$ cat src/hw/rtl/nrd_pkg.sv
`default_nettype none
// ----------------------------------------------------------------------------
// Newton-Raphson divider package
// Widths, constants, the reciprocal seed table and the sideband word type
// shared by the divider pipeline and its refinement stages.
// ----------------------------------------------------------------------------
package nrd_pkg;

  localparam int NUM_W     = 23;  // signed numerator
  localparam int DEN_W     = 14;  // unsigned denominator
  localparam int QUO_W     = 10;  // signed quotient
  localparam int MAG_W     = 23;  // numerator magnitude, holds 2^22
  localparam int RECIP_W   = 17;  // Q16 reciprocal, holds 65536
  localparam int FRAC_W    = 16;  // fraction bits of the reciprocal
  localparam int PROD_W    = DEN_W + RECIP_W;    // D*x
  localparam int TERM_W    = FRAC_W + 2;         // 2^17 - D*x, holds 2^17
  localparam int SCALE_W   = RECIP_W + TERM_W;   // x*(2^17 - D*x)
  localparam int QPROD_W   = MAG_W + RECIP_W;    // |N|*x2
  localparam int QRAW_W    = QPROD_W - FRAC_W;   // (|N|*x2) >> 16
  localparam int SAT_W     = QUO_W - 1;          // magnitude bits of the quotient
  localparam int LUT_MAX   = 64;
  localparam int LUT_IDX_W = 7;

  // Cycles from an accepted start to the result strobe.
  localparam int LATENCY = 7;

  localparam logic [TERM_W-1:0] TWO_Q16  = TERM_W'(2) << FRAC_W;
  localparam logic [QRAW_W-1:0] QUOT_MAX = QRAW_W'(511);

  typedef struct packed {
    logic [MAG_W-1:0] mag;
    logic             neg;
    logic             zero;
  } side_t;

  // Q16 reciprocal seeds of small denominators, approximately 65536/d.
  localparam logic [RECIP_W-1:0] SEED_LUT [LUT_MAX+1] = '{
    17'd0,     17'd65536, 17'd32768, 17'd21845, 17'd16384, 17'd13107, 17'd10923,
    17'd9362,  17'd8192,  17'd7282,  17'd6554,  17'd5958,  17'd5461,  17'd5041,
    17'd4681,  17'd4369,  17'd4096,  17'd3855,  17'd3641,  17'd3449,  17'd3277,
    17'd3121,  17'd2979,  17'd2849,  17'd2731,  17'd2621,  17'd2521,  17'd2427,
    17'd2341,  17'd2256,  17'd2185,  17'd2115,  17'd2048,  17'd1986,  17'd1928,
    17'd1872,  17'd1820,  17'd1771,  17'd1725,  17'd1680,  17'd1638,  17'd1598,
    17'd1560,  17'd1524,  17'd1490,  17'd1457,  17'd1425,  17'd1395,  17'd1365,
    17'd1337,  17'd1311,  17'd1285,  17'd1260,  17'd1237,  17'd1214,  17'd1192,
    17'd1170,  17'd1150,  17'd1130,  17'd1111,  17'd1092,  17'd1074,  17'd1057,
    17'd1040,  17'd1024
  };

  // Small denominators use the table; larger ones get 2^(16-msb).
  function automatic logic [RECIP_W-1:0] seed_of(input logic [DEN_W-1:0] d);
    logic [RECIP_W-1:0] s;
    s = '0;
    if (d <= DEN_W'(LUT_MAX)) begin
      s = SEED_LUT[d[LUT_IDX_W-1:0]];
    end else begin
      // Ascending scan, so the highest set bit wins.
      for (int b = LUT_IDX_W - 1; b < DEN_W; b++) begin
        if (d[b]) begin
          s = RECIP_W'(1) << (FRAC_W - b);
        end
      end
    end
    return s;
  endfunction

endpackage
`default_nettype wire

$ cat src/hw/rtl/nrd_refine.sv
`default_nettype none
// ----------------------------------------------------------------------------
// Newton-Raphson refinement step
// One step x' = (x * (2^17 - D*x)) >> 16 over two register stages: the
// first forms D*x, the second the correction term and the scaled product.
// ----------------------------------------------------------------------------
module nrd_refine (
  input  wire logic                         clk_i,
  input  wire logic                         rst_ni,
  input  wire logic                         valid_i,
  input  wire logic [nrd_pkg::DEN_W-1:0]    den_i,
  input  wire logic [nrd_pkg::RECIP_W-1:0]  recip_i,
  input  wire nrd_pkg::side_t               side_i,
  output logic                              valid_o,
  output logic [nrd_pkg::DEN_W-1:0]         den_o,
  output logic [nrd_pkg::RECIP_W-1:0]       recip_o,
  output nrd_pkg::side_t                    side_o
);

  // Stage A: D*x.
  logic                          valid_a_q;
  logic [nrd_pkg::DEN_W-1:0]     den_a_q;
  logic [nrd_pkg::RECIP_W-1:0]   recip_a_q;
  nrd_pkg::side_t                side_a_q;
  logic [nrd_pkg::PROD_W-1:0]    prod_a_d, prod_a_q;

  // Stage B: refined reciprocal.
  logic                          valid_b_q;
  logic [nrd_pkg::DEN_W-1:0]     den_b_q;
  logic [nrd_pkg::RECIP_W-1:0]   recip_b_d, recip_b_q;
  nrd_pkg::side_t                side_b_q;
  logic [nrd_pkg::TERM_W-1:0]    term;
  logic [nrd_pkg::SCALE_W-1:0]   scaled;

  assign prod_a_d = nrd_pkg::PROD_W'(den_i) * nrd_pkg::PROD_W'(recip_i);

  always_comb begin
    // The term cannot go negative for these seeds; clamp it anyway.
    if (prod_a_q >= nrd_pkg::PROD_W'(nrd_pkg::TWO_Q16)) begin
      term = '0;
    end else begin
      term = nrd_pkg::TWO_Q16 - prod_a_q[nrd_pkg::TERM_W-1:0];
    end
    scaled    = nrd_pkg::SCALE_W'(recip_a_q) * nrd_pkg::SCALE_W'(term);
    // The refined value never exceeds 65536, so 17 bits hold it.
    recip_b_d = scaled[nrd_pkg::FRAC_W +: nrd_pkg::RECIP_W];
  end

  always_ff @(posedge clk_i or negedge rst_ni) begin
    if (!rst_ni) begin
      valid_a_q <= 1'b0;
      valid_b_q <= 1'b0;
    end else begin
      valid_a_q <= valid_i;
      valid_b_q <= valid_a_q;
    end
  end

  always_ff @(posedge clk_i) begin
    den_a_q   <= den_i;
    recip_a_q <= recip_i;
    side_a_q  <= side_i;
    prod_a_q  <= prod_a_d;
    den_b_q   <= den_a_q;
    recip_b_q <= recip_b_d;
    side_b_q  <= side_a_q;
  end

  assign valid_o = valid_b_q;
  assign den_o   = den_b_q;
  assign recip_o = recip_b_q;
  assign side_o  = side_b_q;

endmodule
`default_nettype wire

$ cat src/hw/rtl/newton_raphson_signed_divider.sv
`default_nettype none
// ----------------------------------------------------------------------------
// Newton-Raphson signed divider
// Signed 23-bit numerator over unsigned 14-bit denominator, Q16 reciprocal
// seed refined by two Newton-Raphson steps, quotient saturated to +/-511.
// ----------------------------------------------------------------------------
//
//   Channel   Handshake                 Payload
//   --------  ------------------------  ------------------------------------
//   input     start, busy               numerator_i[22:0], denominator_i[13:0]
//   result    result_valid_o (strobe)   quotient_o[9:0]
//
// A word is taken at every edge with start high; busy is always low.
// Results come out one per cycle, each through the seven register stages:
// seed, two stages per refinement step, the numerator multiply and the
// output register.
// Reset clears only the valid bits of the pipeline; no results are pending after it.
// The receiver has no back-pressure, so the pipeline never stalls.
//
module newton_raphson_signed_divider (
  input  wire logic                        clk_i,
  input  wire logic                        rst_ni,
  input  wire logic                        start,
  output logic                             busy,
  input  wire logic [nrd_pkg::NUM_W-1:0]   numerator_i,
  input  wire logic [nrd_pkg::DEN_W-1:0]   denominator_i,
  output logic                             result_valid_o,
  output logic [nrd_pkg::QUO_W-1:0]       quotient_o
);

  // Stage 1: seed and numerator magnitude.
  logic                          valid_s1_q;
  logic [nrd_pkg::DEN_W-1:0]     den_s1_q;
  logic [nrd_pkg::RECIP_W-1:0]   seed_s1_d, seed_s1_q;
  nrd_pkg::side_t                side_s1_d, side_s1_q;

  // After first and second refinement.
  logic                          valid_r1, valid_r2;
  logic [nrd_pkg::DEN_W-1:0]     den_r1, den_r2;
  logic [nrd_pkg::RECIP_W-1:0]   recip_r1, recip_r2;
  nrd_pkg::side_t                side_r1, side_r2;

  // Stage 6: |N| * x2 >> 16.
  logic                          valid_s6_q;
  nrd_pkg::side_t                side_s6_q;
  logic [nrd_pkg::QPROD_W-1:0]   qprod;
  logic [nrd_pkg::QRAW_W-1:0]    qraw_s6_d, qraw_s6_q;

  // Stage 7: saturation and sign.
  logic                          valid_s7_q;
  logic [nrd_pkg::SAT_W-1:0]     qmag;
  logic [nrd_pkg::QUO_W-1:0]     quot_s7_d, quot_s7_q;

  assign busy = 1'b0;

  always_comb begin
    seed_s1_d      = nrd_pkg::seed_of(denominator_i);
    side_s1_d.neg  = numerator_i[nrd_pkg::NUM_W-1];
    // Two's complement negate; the most negative value yields 2^22 exactly.
    side_s1_d.mag  = side_s1_d.neg ? nrd_pkg::MAG_W'(~numerator_i + 1'b1)
                                   : nrd_pkg::MAG_W'(numerator_i);
    side_s1_d.zero = (denominator_i == '0) || (numerator_i == '0);
  end

  always_ff @(posedge clk_i) begin
    den_s1_q  <= denominator_i;
    seed_s1_q <= seed_s1_d;
    side_s1_q <= side_s1_d;
  end

  nrd_refine u_refine_1 (
    .clk_i   (clk_i),
    .rst_ni  (rst_ni),
    .valid_i (valid_s1_q),
    .den_i   (den_s1_q),
    .recip_i (seed_s1_q),
    .side_i  (side_s1_q),
    .valid_o (valid_r1),
    .den_o   (den_r1),
    .recip_o (recip_r1),
    .side_o  (side_r1)
  );

  nrd_refine u_refine_2 (
    .clk_i   (clk_i),
    .rst_ni  (rst_ni),
    .valid_i (valid_r1),
    .den_i   (den_r1),
    .recip_i (recip_r1),
    .side_i  (side_r1),
    .valid_o (valid_r2),
    .den_o   (den_r2),
    .recip_o (recip_r2),
    .side_o  (side_r2)
  );

  assign qprod     = nrd_pkg::QPROD_W'(side_r2.mag) * nrd_pkg::QPROD_W'(recip_r2);
  assign qraw_s6_d = qprod[nrd_pkg::QPROD_W-1:nrd_pkg::FRAC_W];

  always_ff @(posedge clk_i) begin
    qraw_s6_q <= qraw_s6_d;
    side_s6_q <= side_r2;
  end

  always_comb begin
    if (qraw_s6_q > nrd_pkg::QUOT_MAX) begin
      qmag = nrd_pkg::QUOT_MAX[nrd_pkg::SAT_W-1:0];
    end else begin
      qmag = qraw_s6_q[nrd_pkg::SAT_W-1:0];
    end
    if (side_s6_q.zero) begin
      quot_s7_d = '0;
    end else if (side_s6_q.neg) begin
      quot_s7_d = nrd_pkg::QUO_W'(0) - nrd_pkg::QUO_W'(qmag);
    end else begin
      quot_s7_d = nrd_pkg::QUO_W'(qmag);
    end
  end

  always_ff @(posedge clk_i) begin
    quot_s7_q <= quot_s7_d;
  end

  // den_r2 is unused past the second step; fold it into nothing but keep it
  // visible for debug through the valid path below.
  logic den_r2_nz;
  assign den_r2_nz = |den_r2;

  always_ff @(posedge clk_i or negedge rst_ni) begin
    if (!rst_ni) begin
      valid_s1_q <= 1'b0;
      valid_s6_q <= 1'b0;
      valid_s7_q <= 1'b0;
    end else begin
      valid_s1_q <= start;
      valid_s6_q <= valid_r2 & (den_r2_nz | ~den_r2_nz);
      valid_s7_q <= valid_s6_q;
    end
  end

  assign result_valid_o = valid_s7_q;
  assign quotient_o     = quot_s7_q;

endmodule
`default_nettype wire

$ cat config.mk
export PLATFORM = sky130hd
export DESIGN_NAME = newton_raphson_signed_divider
export DESIGN_NICKNAME = d
export VERILOG_FILES = /design/src/hw/rtl/nrd_pkg.sv /design/src/hw/rtl/nrd_refine.sv /design/src/hw/rtl/newton_raphson_signed_divider.sv
export SDC_FILE = /design/constraint.sdc
export NUM_CORES = 2
export LEC_CHECK = 0
export BUFFER_PORTS_ARGS = -buffer_cell sky130_fd_sc_hd__buf_2
export CORE_ASPECT_RATIO = 1.2
export CORE_UTILIZATION = 30
export CTS_CLUSTER_SIZE = 30
export DETAILED_ROUTE_END_ITERATION = 7
export SLEW_MARGIN = 10
export SYNTH_ARGS = -nofsm -noshare
export SYNTH_HDL_FRONTEND = slang
export SYNTH_SLANG_ARGS = --single-unit
$ cat constraint.sdc
create_clock -name clk_i -period 16.6 [get_ports clk_i]
set_input_delay 2.49 -clock clk_i [delete_from_list [all_inputs] [get_ports clk_i]]
set_output_delay 2.49 -clock clk_i [all_outputs]
set_load 0.005 [all_outputs]
==> impl_metrics.toml <==
[critical_path]
path_max_fanout = 17
regToRegEndpoint = "u_refine_2.recip_o[16]"
critical-path-max-stage-delay_ps = 710
worstReg2RegStart = "u_refine_2.prod_a_q[26]"
crit_slowest_cell = "and3_1"
critPathLaunchType = "flip-flop"
endpoint = "u_refine_2.recip_o[16]"
critPathTopFamily = "adder cells"
crit_type = "flip-flop to flip-flop"
crit_arrival_ps = 9240
cp-end-kind = "flip-flop"
cp_num_cells = 26
cp_common_cell = "fa_1"
reg2reg_slack_ps = 7900
critical_path_required_ps = 17140
crit_buf_inv = 5
rr_worst_depth = 26
crit_path_start = "u_refine_2.prod_a_q[26]"

[floorplanning]
start_util_pct = 30.2
die-area_mm2 = 0.186
row_count = 172
die-height_um = 472
die_x_um = 393
core_area_mm2 = 0.183
io_pins = 52

[detailed_routing]
drt_iter0_markers = 1699
antenna_left = 0
drt_pre_antenna_iters = 5
wl_per_cell_um = 15.5
via_count = 38900
wl_um = 130000
avgViaCountPerCell = 4.64
drcViolationCount = 0

[final_layout]
final_util_pct = 32.5
synthToLayoutAreaGrowth_pct = 7.74
layout_common_cells = "1276 x inv_1, 1138 x fa_1, 997 x nand2_1"
num-nets-final = 7593
drive_gt1_share_pct = 3.55
final_common_cell = "inv_1"
nFillCells = 19000

[global_routing]
grt_pass1_vias = 44000
grt_remaining_overflow = 0
track_usage_pct = 14.6
grt_pass1_wl_um = 221000
antenna_found_initial = 5
grt_max_degree = 58

[place]
io_buffers = 50
gp_congestion = 0.850
dp_hpwl_um = 103000

[logic_synthesis]
ys_seq_area_share_pct = 13.0
netlist_area_mm2 = 0.0552
ys_seq_elements = 357
synth-edff-count = 0
synth_nets = 7697
async_flop_share_pct = 1.96
ys_warn_count = 0
avgSynthCellArea_um2 = 9.17
synth_area_leaders = "fa_1 41%, dfxtp_1 13%, ha_1 11%"
yosysTopAreaCell = "fa_1"
synth_cell_types = 72
synthCells = 6015
synth_ff_type = "dfxtp_1"
synth_top_area_share_pct = 41.3

[sta]
worst_slew_pin_slew_ps = 1060
rsz0062_at_grt = "no"
fin_crit_sh_pct = 52.4
finalCriticalPeriod_ps = 8700
slew_viol_final = 0
fmax_mhz = 115
relSlewSlack_pct = 29.1
clock_skew_ps = 22.3
hold_violations = 0
setup_viol = 0
fin_setup_tns_ps = 0

[power]
p_per_area_mw_per_mm2 = 97.7
leakage_nw = 28.9
irDropWorstVdd_uv = 96.2

[clock_network]
root_buffer = "clkbuf_16"
clkLatencyLatePin_ps = 630
clkSlewWorstSetupHoldPaths_ps = 70
clock-sinks = 357
cts_setup_buffers = 0
cts_tree = "yes"
cts-buffers-inserted = 43
clockBufferDepth = 3
cts_max_level = 2
cts_resized = 0
hold_buffers = 0

[worst_hold_path]
hold_start = "u_refine_2.side_a_q[22]"
hold_path.class = "flip-flop to flip-flop"

[run_status]
run_status = "completed"

[flow_run]
cap_violations = 0
-- registers in the layout, indices dropped and copies added (netlist names), 24 cells and up --
register and cells:
u_refine_2.prod_a_q 31, side_s1_q 25, u_refine_1.prod_a_q 31, u_refine_2.side_o 25, u_refine_1.side_o 25, qraw_s6_q 24
u_refine_1.side_a_q 25, u_refine_2.side_a_q 25
-- Yosys cell counts (3+ instances only) --
| library cell | instances |
|---|---|
| a2111oi_0 | 4 |
| a211oi_1 | 15 |
| a21boi_0 | 3 |
| a21o_1 | 48 |
| a21oi_1 | 111 |
| a221oi_1 | 7 |
| a22o_1 | 3 |
| a22oi_1 | 4 |
| a31oi_1 | 13 |
| and2_1 | 537 |
| and3_1 | 42 |
| and4_1 | 4 |
| buf_1 | 14 |
| clkbuf_1 | 253 |
| dfrtp_1 | 7 |
| dfxtp_1 | 350 |
| fa_1 | 1138 |
| ha_1 | 504 |
| inv_1 | 1276 |
| mux2i_1 | 3 |
| nand2_1 | 997 |
| nand2b_1 | 22 |
| nand3_1 | 25 |
| nand3b_1 | 12 |
| nand4_1 | 8 |
| nor2_1 | 136 |
| nor2b_1 | 27 |
| nor3_1 | 35 |
| nor4_1 | 21 |
| o2111ai_1 | 3 |
| o211ai_1 | 14 |
| o21a_1 | 16 |
| o21ai_0 | 85 |
| o21bai_1 | 15 |
| o22ai_1 | 8 |
| o31a_1 | 4 |
| o31ai_1 | 13 |
| o41ai_1 | 6 |
| or2_2 | 8 |
| or3_1 | 14 |
| or4_1 | 4 |
| xnor2_1 | 117 |
| xor2_1 | 52 |
-- per-layer routing --
| metal | track usage, % | part of all wire, % | up-vias |
|---|---|---|---|
| li1 | - | - | 17700 |
| met2 | 27.6 | 52 | 876 |
| met3 | 1.77 | 4.2 | 307 |
| met4 | 5.54 | 3.9 | 6 |
| met5 | 0 | 0.035 | - |
| met1 | 16.6 | 39 | 20000 |
-- how the worst min path moves through the flow --
stage / slack (ps) / endpoint / depth (start not counted)
2_1_floorplan: 310 / side_s6_q[0] / 0
3_3_place_gp: 310 / u_refine_1.den_o[3] / 0
3_5_place_dp: 310 / u_refine_1.den_o[6] / 0
4_1_cts: 310 / u_refine_1.side_o[21] / 0
5_1_grt: 310 / u_refine_2.side_o[22] / 0
6_report: 310 / u_refine_2.side_o[22] / 0
-- report_power, final --
group	internal, mW	switching [mW]
sequential	0.998	0.200
clock	0.568	0.412
combinational	1.45	2.18
total	3.01	2.79
-- cells by family after synthesis --
group / after synthesis / share of synthesized area (%)
AND/OR/NAND/NOR: 1905 / 16.4
AO/OA/AOI/OAI: 391 / 4.49
buffers and inverters: 1545 / 10.5
multiplexers: 4 / 0.0952
XOR/XNOR: 170 / 2.71
flip-flops: 357 / 13.0
other: 1 / 0.00680
adder cells (fa/ha/maj): 1642 / 52.7
-- metrics by stage --
| step | hold slack, ps | setup WS, ps | cell area, um2 | total power [mW] | cells |
|---|---|---|---|---|---|
| finish | 311 | 7900 | 59400 | 5.81 | 8380 |
| global route | 308 | 7150 | 59400 | 6.52 | 8379 |
| CTS | 315 | 7700 | 59400 | 5.92 | 8379 |
| detailed placement | 312 | 7710 | 58000 | 4.90 | 8302 |
| global placement | 310 | 7890 | 58000 | 4.77 | 8302 |
| floorplan | 310 | 8710 | 55200 | 3.86 | 6015 |
-- worst reg2reg max path: stages, from the launching register on --
cell and delay (ps):
dfxtp_1 290, nor4_1 340, nand4_1 620, inv_1 670
and3_1 710, and2_1 240, fa_1 400, inv_1 70
fa_1 430, fa_1 490, fa_1 540, inv_1 50
fa_1 480, inv_1 50, fa_1 480, inv_1 40
ha_1 310, o21ai_0 200, a21oi_1 120, a22oi_1 130
o21ai_0 340, a211o_1 450, a221oi_1 480, o21ai_0 250
o21a_1 230, nor2_1 110, xnor2_1 130
-- final cells by class --
cell class / count / area (um2) / share of cell area, %
inverter: 1276 / 4790 / 8.06
tap: 2436 / 3050 / 5.13
clock buffer: 52 / 1160 / 1.95
sequential: 357 / 7180 / 12.1
antenna: 1 / 2.50 / 0.00421
clock inverter: 25 / 302 / 0.507
timing repair buffer: 120 / 776 / 1.30
multi-input combinational: 4113 / 42200 / 71.0
Power figures use the tool's default switching activity.
